**config.mk**
```make
export PLATFORM = sky130hd
export DESIGN_NAME = encoder_button_dimmer_controller_top_flat
export DESIGN_NICKNAME = d
export VERILOG_FILES = /design/src/design/ebdc_pkg.sv /design/src/design/ebdc_if.sv /design/src/design/ebdc_front.sv /design/src/design/ebdc_queue.sv /design/src/design/ebdc_back.sv /design/src/design/encoder_button_dimmer_controller_top.sv /design/src/flat_wrapper.sv
export SDC_FILE = /design/constraint.sdc
export NUM_CORES = 1
export LEC_CHECK = 0
export BUFFER_PORTS_ARGS = -buffer_cell sky130_fd_sc_hd__buf_4
export CAP_MARGIN = 20
export CORE_MARGIN = 5
export CORE_UTILIZATION = 44
export CTS_CLUSTER_DIAMETER = 50
export CTS_CLUSTER_SIZE = 16
export DETAILED_ROUTE_END_ITERATION = 8
export PLACE_DENSITY = 0.68
export REMOVE_ABC_BUFFERS = 1
export SLEW_MARGIN = 10
export SYNTH_ARGS = -nofsm -noshare
export SYNTH_HDL_FRONTEND = slang
export SYNTH_SLANG_ARGS = --single-unit
```
**constraint.sdc**
```tcl
create_clock -name clk -period 21.3 [get_ports clk]
set_clock_uncertainty 0.1 [all_clocks]
set_input_delay 2.13 -clock clk [delete_from_list [all_inputs] [get_ports clk]]
set_output_delay 2.13 -clock clk [all_outputs]
set_load 0.1 [all_outputs]
```
**src/design/ebdc_pkg.sv**
```systemverilog
`default_nettype none
package ebdc_pkg;

  localparam int CFG_TW   = 16;  // width of the millisecond config registers
  localparam int DUTY_W   = 13;
  localparam int EFFECT_W = 16;
  localparam int DELTA_W  = 6;
  localparam int CFG_IDX_W = 3;

  localparam logic [1:0] MODE_OFF    = 2'd0;
  localparam logic [1:0] MODE_BRIGHT = 2'd1;
  localparam logic [1:0] MODE_EFFECT = 2'd2;

  localparam logic [CFG_IDX_W-1:0] CFG_LONG_PRESS   = 3'd0;
  localparam logic [CFG_IDX_W-1:0] CFG_DEBOUNCE     = 3'd1;
  localparam logic [CFG_IDX_W-1:0] CFG_EFFECT_SETTLE = 3'd2;
  localparam logic [CFG_IDX_W-1:0] CFG_DUTY_STEP    = 3'd3;
  localparam logic [CFG_IDX_W-1:0] CFG_DUTY_MIN     = 3'd4;
  localparam logic [CFG_IDX_W-1:0] CFG_DUTY_MAX     = 3'd5;

  localparam int QDEPTH = 2;
  localparam int QPTR_W = $clog2(QDEPTH);
  localparam int QCNT_W = $clog2(QDEPTH + 1);

  typedef struct packed {
    logic [CFG_TW-1:0] long_press_ms;
    logic [CFG_TW-1:0] debounce_ms;
    logic [CFG_TW-1:0] effect_settle_ms;
    logic [DUTY_W-1:0] duty_step;
    logic [DUTY_W-1:0] duty_min;
    logic [DUTY_W-1:0] duty_max;
  } ebdc_cfg_t;

  // one classified tick handed from the button front end to the back end
  typedef struct packed {
    logic                       short_ev;
    logic                       long_ev;
    logic signed [DELTA_W-1:0]  delta;
  } ebdc_evt_t;

endpackage
`default_nettype wire

```
**src/design/ebdc_if.sv**
```systemverilog
`default_nettype none
interface ebdc_in_if;
  logic              valid;
  logic              ready;
  logic              button_pressed;
  logic signed [5:0] count_delta;

  modport source (output valid, button_pressed, count_delta, input ready);
  modport sink (input valid, button_pressed, count_delta, output ready);
endinterface

interface ebdc_out_if;
  logic               valid;
  logic               ready;
  logic [12:0]        pwm_duty;
  logic [1:0]         mode;
  logic signed [15:0] effect_value;
  logic               short_press_seen;
  logic               long_press_seen;
  logic               rotation_applied;

  modport source (output valid, pwm_duty, mode, effect_value, short_press_seen,
                  long_press_seen, rotation_applied, input ready);
  modport sink (input valid, pwm_duty, mode, effect_value, short_press_seen,
                long_press_seen, rotation_applied, output ready);
endinterface

interface ebdc_cfg_if;
  logic        valid;
  logic        ready;
  logic [2:0]  index;
  logic [15:0] data;

  modport source (output valid, index, data, input ready);
  modport sink (input valid, index, data, output ready);
endinterface
`default_nettype wire

```
**src/design/ebdc_front.sv**
```systemverilog
`default_nettype none
module ebdc_front
  import ebdc_pkg::*;
#(
  parameter int TIMER_BITS = 16
) (
  input  wire logic      clk,
  input  wire logic      rst_n,
  ebdc_in_if.sink        in_if,
  input  wire ebdc_cfg_t cfg,
  input  wire logic      q_full,
  output logic           push,
  output ebdc_evt_t      push_evt
);

  localparam int CMP_W = (TIMER_BITS > CFG_TW) ? TIMER_BITS : CFG_TW;

  logic [TIMER_BITS-1:0] tse_r, tse_nxt;
  logic [TIMER_BITS-1:0] tsp_r, tsp_nxt;
  logic prev_r, prev_nxt;
  logic held_r, held_nxt;
  logic released_r, released_nxt;
  logic handled_r, handled_nxt;
  logic short_ev, long_ev;

  assign in_if.ready = !q_full;
  assign push        = in_if.valid && !q_full;

  always_comb begin
    tse_nxt      = (tse_r == '1) ? tse_r : tse_r + 1'b1;
    tsp_nxt      = (tsp_r == '1) ? tsp_r : tsp_r + 1'b1;
    held_nxt     = held_r;
    released_nxt = released_r;
    handled_nxt  = handled_r;
    short_ev     = 1'b0;
    long_ev      = 1'b0;

    if (in_if.button_pressed != prev_r &&
        CMP_W'(tse_nxt) >= CMP_W'(cfg.debounce_ms)) begin
      tse_nxt = '0;
      if (in_if.button_pressed) begin
        tsp_nxt      = '0;
        held_nxt     = 1'b1;
        handled_nxt  = 1'b0;
        released_nxt = 1'b0;
      end else begin
        held_nxt     = 1'b0;
        released_nxt = 1'b1;
      end
    end
    prev_nxt = in_if.button_pressed;

    if (!handled_nxt) begin
      if (held_nxt && CMP_W'(tsp_nxt) >= CMP_W'(cfg.long_press_ms)) begin
        long_ev     = 1'b1;
        handled_nxt = 1'b1;
      end
      if (!handled_nxt && released_nxt) begin
        if (CMP_W'(tsp_nxt) < CMP_W'(cfg.long_press_ms)) begin
          short_ev = 1'b1;
        end else begin
          long_ev = 1'b1;
        end
        handled_nxt = 1'b1;
      end
    end
  end

  assign push_evt.short_ev = short_ev;
  assign push_evt.long_ev  = long_ev;
  assign push_evt.delta    = in_if.count_delta;

  always_ff @(posedge clk) begin
    if (!rst_n) begin
      tse_r      <= '1;
      tsp_r      <= '0;
      prev_r     <= 1'b0;
      held_r     <= 1'b0;
      released_r <= 1'b0;
      handled_r  <= 1'b1;
    end else if (push) begin
      tse_r      <= tse_nxt;
      tsp_r      <= tsp_nxt;
      prev_r     <= prev_nxt;
      held_r     <= held_nxt;
      released_r <= released_nxt;
      handled_r  <= handled_nxt;
    end
  end

endmodule
`default_nettype wire

```
**src/design/ebdc_queue.sv**
```systemverilog
`default_nettype none
module ebdc_queue
  import ebdc_pkg::*;
(
  input  wire logic      clk,
  input  wire logic      rst_n,
  input  wire logic      push,
  input  wire ebdc_evt_t push_evt,
  input  wire logic      pop,
  output logic           full,
  output logic           empty,
  output ebdc_evt_t      head
);

  ebdc_evt_t         mem_r [QDEPTH];
  logic [QPTR_W-1:0] wr_r, wr_nxt;
  logic [QPTR_W-1:0] rd_r, rd_nxt;
  logic [QCNT_W-1:0] cnt_r, cnt_nxt;

  assign full  = (cnt_r == QCNT_W'(QDEPTH));
  assign empty = (cnt_r == '0);
  assign head  = mem_r[rd_r];

  always_comb begin
    wr_nxt  = wr_r;
    rd_nxt  = rd_r;
    cnt_nxt = cnt_r;
    if (push) begin
      wr_nxt = (wr_r == QPTR_W'(QDEPTH - 1)) ? '0 : wr_r + 1'b1;
    end
    if (pop) begin
      rd_nxt = (rd_r == QPTR_W'(QDEPTH - 1)) ? '0 : rd_r + 1'b1;
    end
    if (push && !pop) begin
      cnt_nxt = cnt_r + 1'b1;
    end else if (pop && !push) begin
      cnt_nxt = cnt_r - 1'b1;
    end
  end

  always_ff @(posedge clk) begin
    if (!rst_n) begin
      wr_r  <= '0;
      rd_r  <= '0;
      cnt_r <= '0;
    end else begin
      wr_r  <= wr_nxt;
      rd_r  <= rd_nxt;
      cnt_r <= cnt_nxt;
    end
  end

  always_ff @(posedge clk) begin
    if (push) begin
      mem_r[wr_r] <= push_evt;
    end
  end

endmodule
`default_nettype wire

```
**src/design/ebdc_back.sv**
```systemverilog
`default_nettype none
module ebdc_back
  import ebdc_pkg::*;
#(
  parameter int TIMER_BITS = 16,
  parameter int ACCUM_BITS = 13
) (
  input  wire logic      clk,
  input  wire logic      rst_n,
  input  wire ebdc_cfg_t cfg,
  input  wire logic      q_empty,
  input  wire ebdc_evt_t head,
  output logic           pop,
  ebdc_out_if.source     out_if
);

  localparam int CMP_W = (TIMER_BITS > CFG_TW) ? TIMER_BITS : CFG_TW;
  localparam int SW    = ACCUM_BITS + 1;
  localparam int PW    = ACCUM_BITS + DUTY_W + 1;
  localparam int NW    = PW + 1;
  localparam logic signed [SW-1:0] ACC_HI = SW'((1 << (ACCUM_BITS - 1)) - 1);
  localparam logic signed [SW-1:0] ACC_LO = SW'(-(1 << (ACCUM_BITS - 1)));

  logic [1:0]                   mode_r, mode_nxt;
  logic [DUTY_W-1:0]            stored_r, stored_nxt;
  logic [DUTY_W-1:0]            duty_r, duty_nxt;
  logic signed [EFFECT_W-1:0]   effect_r, effect_nxt;
  logic signed [ACCUM_BITS-1:0] acc_r, acc_nxt;
  logic                         pend_r, pend_nxt;
  logic [TIMER_BITS-1:0]        tsr_r, tsr_nxt;
  logic                         out_valid_r;
  logic                         applied;

  logic signed [SW-1:0]  sum;
  logic [CFG_TW-1:0]     settle;
  logic                  rot_ev;
  logic signed [PW-1:0]  prod;
  logic signed [NW-1:0]  nd;

  assign pop = !q_empty && (!out_valid_r || out_if.ready);

  always_comb begin
    mode_nxt   = mode_r;
    stored_nxt = stored_r;
    duty_nxt   = duty_r;
    effect_nxt = effect_r;
    acc_nxt    = acc_r;
    pend_nxt   = pend_r;
    rot_ev     = 1'b0;
    applied    = 1'b0;
    tsr_nxt    = (tsr_r == '1) ? tsr_r : tsr_r + 1'b1;
    sum        = SW'(acc_r) + SW'(head.delta);
    settle     = (mode_r == MODE_EFFECT) ? cfg.effect_settle_ms : '0;

    // count rotation against the mode at the start of the tick
    if (head.delta != '0 && mode_r != MODE_OFF) begin
      if (sum > ACC_HI) begin
        acc_nxt = ACC_HI[ACCUM_BITS-1:0];
      end else if (sum < ACC_LO) begin
        acc_nxt = ACC_LO[ACCUM_BITS-1:0];
      end else begin
        acc_nxt = sum[ACCUM_BITS-1:0];
      end
      pend_nxt = 1'b1;
      tsr_nxt  = '0;
    end
    if (pend_nxt && CMP_W'(tsr_nxt) >= CMP_W'(settle)) begin
      pend_nxt = 1'b0;
      rot_ev   = 1'b1;
    end

    if (head.long_ev) begin
      mode_nxt = MODE_OFF;
      duty_nxt = '0;
    end
    if (head.short_ev) begin
      unique case (mode_nxt)
        MODE_OFF: begin
          mode_nxt = MODE_BRIGHT;
          if (stored_nxt == '0) begin
            stored_nxt = cfg.duty_min;
          end
          duty_nxt = stored_nxt;
        end
        MODE_BRIGHT: mode_nxt = MODE_EFFECT;
        default:     mode_nxt = MODE_BRIGHT;
      endcase
    end

    prod = PW'(acc_nxt) * PW'($signed({1'b0, cfg.duty_step}));
    nd   = NW'(prod) + $signed(NW'(stored_nxt));
    if (nd < $signed(NW'(cfg.duty_min))) begin
      nd = $signed(NW'(cfg.duty_min));
    end
    if (nd > $signed(NW'(cfg.duty_max))) begin
      nd = $signed(NW'(cfg.duty_max));
    end

    if (rot_ev) begin
      if (mode_nxt == MODE_BRIGHT || mode_nxt == MODE_EFFECT) begin
        stored_nxt = nd[DUTY_W-1:0];
        duty_nxt   = nd[DUTY_W-1:0];
        if (mode_nxt == MODE_EFFECT) begin
          effect_nxt = effect_r + EFFECT_W'(acc_nxt);
        end
        applied = 1'b1;
      end
      acc_nxt = '0;
    end
  end

  always_ff @(posedge clk) begin
    if (!rst_n) begin
      mode_r      <= MODE_OFF;
      stored_r    <= '0;
      duty_r      <= '0;
      effect_r    <= '0;
      acc_r       <= '0;
      pend_r      <= 1'b0;
      tsr_r       <= '0;
      out_valid_r <= 1'b0;
    end else begin
      if (pop) begin
        mode_r   <= mode_nxt;
        stored_r <= stored_nxt;
        duty_r   <= duty_nxt;
        effect_r <= effect_nxt;
        acc_r    <= acc_nxt;
        pend_r   <= pend_nxt;
        tsr_r    <= tsr_nxt;
      end
      if (pop) begin
        out_valid_r <= 1'b1;
      end else if (out_if.ready) begin
        out_valid_r <= 1'b0;
      end
    end
  end

  // result register, loaded whenever an item leaves the queue
  always_ff @(posedge clk) begin
    if (pop) begin
      out_if.pwm_duty         <= duty_nxt;
      out_if.mode             <= mode_nxt;
      out_if.effect_value     <= effect_nxt;
      out_if.short_press_seen <= head.short_ev;
      out_if.long_press_seen  <= head.long_ev;
      out_if.rotation_applied <= applied;
    end
  end

  assign out_if.valid = out_valid_r;

endmodule
`default_nettype wire

```
**src/design/encoder_button_dimmer_controller_top.sv**
```systemverilog
// Rotary-encoder push-button dimmer controller.
// in_if: one item per millisecond tick, carrying the button level and the
//   signed encoder count change. out_if: exactly one result item per tick,
//   with the PWM duty, mode, effect value and the press/rotation event flags.
// cfg_if: register writes (index 0..5), always ready; write only while idle.
// A front end debounces the button and classifies presses, pushes each tick
//   into a two-entry queue, and a back end counts rotation, applies events
//   and loads the result register.
// Throughput: one item per cycle while out_if.ready stays high. Stages: two
//   register stages (queue, then result register), which each result passes
//   through in that order before out_if.valid rises. The back end's
//   multiply-add-clamp of the duty sets the clock period.
// When out_if.ready is low while a result is valid, the result register holds,
//   the queue fills and in_if.ready drops once both queue entries are taken.
// Reset (rst_n low, synchronous): mode off, duty and accumulators zero,
//   queue and result register empty, config registers to their defaults.
`default_nettype none
module encoder_button_dimmer_controller_top
  import ebdc_pkg::*;
#(
  parameter int TIMER_BITS = 16,
  parameter int ACCUM_BITS = 13
) (
  input wire logic   clk,
  input wire logic   rst_n,
  ebdc_in_if.sink    in_if,
  ebdc_out_if.source out_if,
  ebdc_cfg_if.sink   cfg_if
);

  ebdc_cfg_t cfg_r;
  logic      push, pop, q_full, q_empty;
  ebdc_evt_t push_evt, head;

  assign cfg_if.ready = 1'b1;

  always_ff @(posedge clk) begin
    if (!rst_n) begin
      cfg_r.long_press_ms    <= 16'd500;
      cfg_r.debounce_ms      <= 16'd50;
      cfg_r.effect_settle_ms <= 16'd150;
      cfg_r.duty_step        <= 13'd500;
      cfg_r.duty_min         <= 13'd100;
      cfg_r.duty_max         <= 13'd8191;
    end else if (cfg_if.valid) begin
      unique case (cfg_if.index)
        CFG_LONG_PRESS:    cfg_r.long_press_ms    <= cfg_if.data;
        CFG_DEBOUNCE:      cfg_r.debounce_ms      <= cfg_if.data;
        CFG_EFFECT_SETTLE: cfg_r.effect_settle_ms <= cfg_if.data;
        CFG_DUTY_STEP:     cfg_r.duty_step        <= cfg_if.data[DUTY_W-1:0];
        CFG_DUTY_MIN:      cfg_r.duty_min         <= cfg_if.data[DUTY_W-1:0];
        CFG_DUTY_MAX:      cfg_r.duty_max         <= cfg_if.data[DUTY_W-1:0];
        default: ;
      endcase
    end
  end

  ebdc_front #(
    .TIMER_BITS(TIMER_BITS)
  ) u_front (
    .clk      (clk),
    .rst_n    (rst_n),
    .in_if    (in_if),
    .cfg      (cfg_r),
    .q_full   (q_full),
    .push     (push),
    .push_evt (push_evt)
  );

  ebdc_queue u_queue (
    .clk      (clk),
    .rst_n    (rst_n),
    .push     (push),
    .push_evt (push_evt),
    .pop      (pop),
    .full     (q_full),
    .empty    (q_empty),
    .head     (head)
  );

  ebdc_back #(
    .TIMER_BITS(TIMER_BITS),
    .ACCUM_BITS(ACCUM_BITS)
  ) u_back (
    .clk     (clk),
    .rst_n   (rst_n),
    .cfg     (cfg_r),
    .q_empty (q_empty),
    .head    (head),
    .pop     (pop),
    .out_if  (out_if)
  );

endmodule
`default_nettype wire

```
**src/flat_wrapper.sv**
```systemverilog
// flat-port wrapper written by rule: the top's interface ports become plain ports
module encoder_button_dimmer_controller_top_flat import ebdc_pkg::*;
#(
  parameter int TIMER_BITS = 16,
  parameter int ACCUM_BITS = 13
)
  (clk, rst_n, in_if_valid, in_if_button_pressed, in_if_count_delta, in_if_ready, out_if_valid, out_if_pwm_duty, out_if_mode, out_if_effect_value, out_if_short_press_seen, out_if_long_press_seen, out_if_rotation_applied, out_if_ready, cfg_if_valid, cfg_if_index, cfg_if_data, cfg_if_ready);
  ebdc_in_if in_if_i ();
  ebdc_out_if out_if_i ();
  ebdc_cfg_if cfg_if_i ();
  input wire logic clk;
  input wire logic rst_n;
  input wire logic [$bits(in_if_i.valid)-1:0] in_if_valid;
  input wire logic [$bits(in_if_i.button_pressed)-1:0] in_if_button_pressed;
  input wire logic [$bits(in_if_i.count_delta)-1:0] in_if_count_delta;
  output wire logic [$bits(in_if_i.ready)-1:0] in_if_ready;
  output wire logic [$bits(out_if_i.valid)-1:0] out_if_valid;
  output wire logic [$bits(out_if_i.pwm_duty)-1:0] out_if_pwm_duty;
  output wire logic [$bits(out_if_i.mode)-1:0] out_if_mode;
  output wire logic [$bits(out_if_i.effect_value)-1:0] out_if_effect_value;
  output wire logic [$bits(out_if_i.short_press_seen)-1:0] out_if_short_press_seen;
  output wire logic [$bits(out_if_i.long_press_seen)-1:0] out_if_long_press_seen;
  output wire logic [$bits(out_if_i.rotation_applied)-1:0] out_if_rotation_applied;
  input wire logic [$bits(out_if_i.ready)-1:0] out_if_ready;
  input wire logic [$bits(cfg_if_i.valid)-1:0] cfg_if_valid;
  input wire logic [$bits(cfg_if_i.index)-1:0] cfg_if_index;
  input wire logic [$bits(cfg_if_i.data)-1:0] cfg_if_data;
  output wire logic [$bits(cfg_if_i.ready)-1:0] cfg_if_ready;
  assign in_if_i.valid = in_if_valid;
  assign in_if_i.button_pressed = in_if_button_pressed;
  assign in_if_i.count_delta = in_if_count_delta;
  assign in_if_ready = in_if_i.ready;
  assign out_if_valid = out_if_i.valid;
  assign out_if_pwm_duty = out_if_i.pwm_duty;
  assign out_if_mode = out_if_i.mode;
  assign out_if_effect_value = out_if_i.effect_value;
  assign out_if_short_press_seen = out_if_i.short_press_seen;
  assign out_if_long_press_seen = out_if_i.long_press_seen;
  assign out_if_rotation_applied = out_if_i.rotation_applied;
  assign out_if_i.ready = out_if_ready;
  assign cfg_if_i.valid = cfg_if_valid;
  assign cfg_if_i.index = cfg_if_index;
  assign cfg_if_i.data = cfg_if_data;
  assign cfg_if_ready = cfg_if_i.ready;
  encoder_button_dimmer_controller_top #(.TIMER_BITS(TIMER_BITS), .ACCUM_BITS(ACCUM_BITS)) u_core (.clk(clk), .rst_n(rst_n), .in_if(in_if_i), .out_if(out_if_i), .cfg_if(cfg_if_i));
endmodule
```
==> metrics.cfg <==
[clock_tree]
cts_buffer_depth=3
cts_resized=0
cts-hold-fix-buffers=0
cts-buffers-inserted=34
cts_setup_buffers=0
htree_num_levels=2
clock_sinks=253
cts_root_buf=clkbuf_16
clkTransAtPathRegs_ns=0.06
clk_latency_ns=0.56
cts_tree=done

[setup_path]
slowest_delay_ns=0.84
cp_num_buf_inv=3
arrival_ns=14.41
crit_path_max_fanout=15
slowest_stage=nor2_1
critPathTopFamily=adder cells
crit_path_frequent_cell=fa_1
crit_type=register to register
required_ns=21.47
startpoint_type=register
setup.worst_path.end_class=register

[die]
die_h_um=229
dieArea_um2=52500
num_io_pins=68
core_area_um2=47600
num_rows=80
fp.dieW_um=229
start_util_pct=44.3

[yosys]
synth_edf_count=50
netlist_area_um2=21100
synth_most_common_cell=nand2_1
yosys-top-cells-area=dfxtp_1, ha_1, fa_1
syn_avg_cell_area_um2=8.42
synthArstFlopShare_pct=0
syn-instance-count=2509
synth_cell_types=84
synth_top_area_share_pct=19.2
ys_top_cells_by_count=nand2_1, inv_1, ha_1
synth-seq-cells=253
yosys.area.top_type=dfxtp_1
synth_warnings=0
synth_flop_cell=dfxtp_1
seq_area_frac_synth_pct=26.4

[global_routing]
grt_usage_pct=20.8
grt_pass1_vias=17635
busiest_layer=met2
grt_pass1_wl_um=90900
gr-total-overflow=0
grt_max_degree=95
grt_use_met2_pct=34.8
met1_usage_pct=27.7
antenna_found_initial=0
use_met3_pct=3.33

[routing]
routed_wl_um=55800
drc=0
drtIter0Drc=1282
viasPerCell=5.61
ant_nets=0
dr.pass1.iters=5
vias=17686
drt-wirelength-per-cell_um=17.7

[final_layout]
area_growth_pct=10.0
nets=2896
antenna_cells=0
fillers=4504
seq_area_um2=5570
multi_input_area_um2=14000
drive_above_1_share_pct=9.25
final_cells=3155

[place]
gp_congestion=0.947
post-place-cells=3092
port_buffers=66
pre_cts_ws_ns=7.20
dpl.hpwl_um=41600

[timing]
final.min_clock_period_ns=14.24
setup_viol=0
tightest_slew_ns=1.07
fmax_ghz=0.0702
drv_slew=0
tns_ns=0
setup_slack_ns=7.06
maxSlewHeadroom_pct=28.1
rsz0062_at_grt=no
period_share_pct=66.9
hold_viol=0

[power_and_ir_drop]
power_density_nw_per_um2=163
ir_worst_vdd_mv=0.125
leakage_uw=0.0108

[job]
cap_violations=0

[hold_path]
min_path_type=register to register

[outcome]
run_status=completed

## layout by cell type, fill, tap and decap left out, types with 33 or more instances in the layout
cell type,count
dfxtp_1,203
clkbuf_16,34
fa_1,133
mux2_2,45
nand2_1,419
nand3_1,55
edfxtp_1,50
and2_1,84
o21ai_0,68
inv_1,272
a21oi_1,196
o211ai_1,34
nor2b_1,33
a21o_1,53
nor2_1,127
buf_4,88
xnor2_1,43
ha_1,216
## kinds of logic after synthesis
| logic type | share of synthesized area [%] |
|---|---|
| buf+inv | 7.21 |
| simple gates | 18.8 |
| xor+xnor | 3.11 |
| compound gates | 15.3 |
| mux | 3.77 |
| fa+ha+maj | 25.5 |
| flops | 26.4 |
| other cells | 0.0178 |
## final cells by class
cell class	count	area share (%)
timing repair buffer	90	2.94
clock buffer	38	3.77
tap	615	3.31
clock inverter	22	1.16
inverter	274	4.44
sequential	253	24.0
multi-input combinational	1863	60.4
## path summary, 6_finish.rpt
check                           startpoint                                    endpoint  slack (ns)  cells past startpoint
min          u_core.cfg_r[84]$_SDFFE_PN0P_               u_core.cfg_r[84]$_SDFFE_PN0P_        0.35                      2
max                               register  u_core.u_back.out_if.pwm_duty[8]$_DFFE_PP_        7.06                     47
min reg2reg  u_core.cfg_r[84]$_SDFFE_PN0P_               u_core.cfg_r[84]$_SDFFE_PN0P_        0.35                      2
max reg2reg                       register  u_core.u_back.out_if.pwm_duty[8]$_DFFE_PP_        7.06                     47
## metal layers
layer,share of wire (%),wire [um]
met1,43,24000
met2,47,26300
met3,6.4,3580
met4,3.4,1880
met5,0,0
## tightest hold or removal path, cell delays in order (launching register included)
cell     delay [ns]
dfxtp_1        0.31
nand2_1        0.05
a21oi_1        0.05
## where the power goes
group,leakage (uW),internal (uW),switching [uW]
clock network,0.000555,325,253
logic,0.00809,942,1640
registers,0.00214,575,51.1
total,0.0108,1840,1940
## sequential cells by signal, indices dropped and copies added, names as in the netlist, 16 cells and up, named ones only
signal and flops:
u_core.u_back.out_if.effect_value 16, u_core.cfg_r 87, u_core.u_queue.mem_r 16, u_core.u_front.tsp_r 16, u_core.u_back.tsr_r 16, u_core.u_back.effect_r 16, u_core.u_front.tse_r 16
## metrics by stage
| stage | cell area (um^2) | hold WS, ns | total power [uW] | utilization, % |
|---|---|---|---|---|
| 2_1_floorplan | 20600 | 0.332 | 2530 | - |
| 3_3_place_gp | 22100 | 0.343 | 3140 | 46.3 |
| 3_5_place_dp | 22100 | 0.349 | 3190 | 46.3 |
| 4_1_cts | 23200 | 0.357 | 3800 | 48.7 |
| 5_1_grt | 23200 | 0.372 | 4100 | 48.8 |
| 6_report | 23200 | 0.352 | 3780 | 48.8 |
Note: power is estimated with default switching activity, not from simulation.
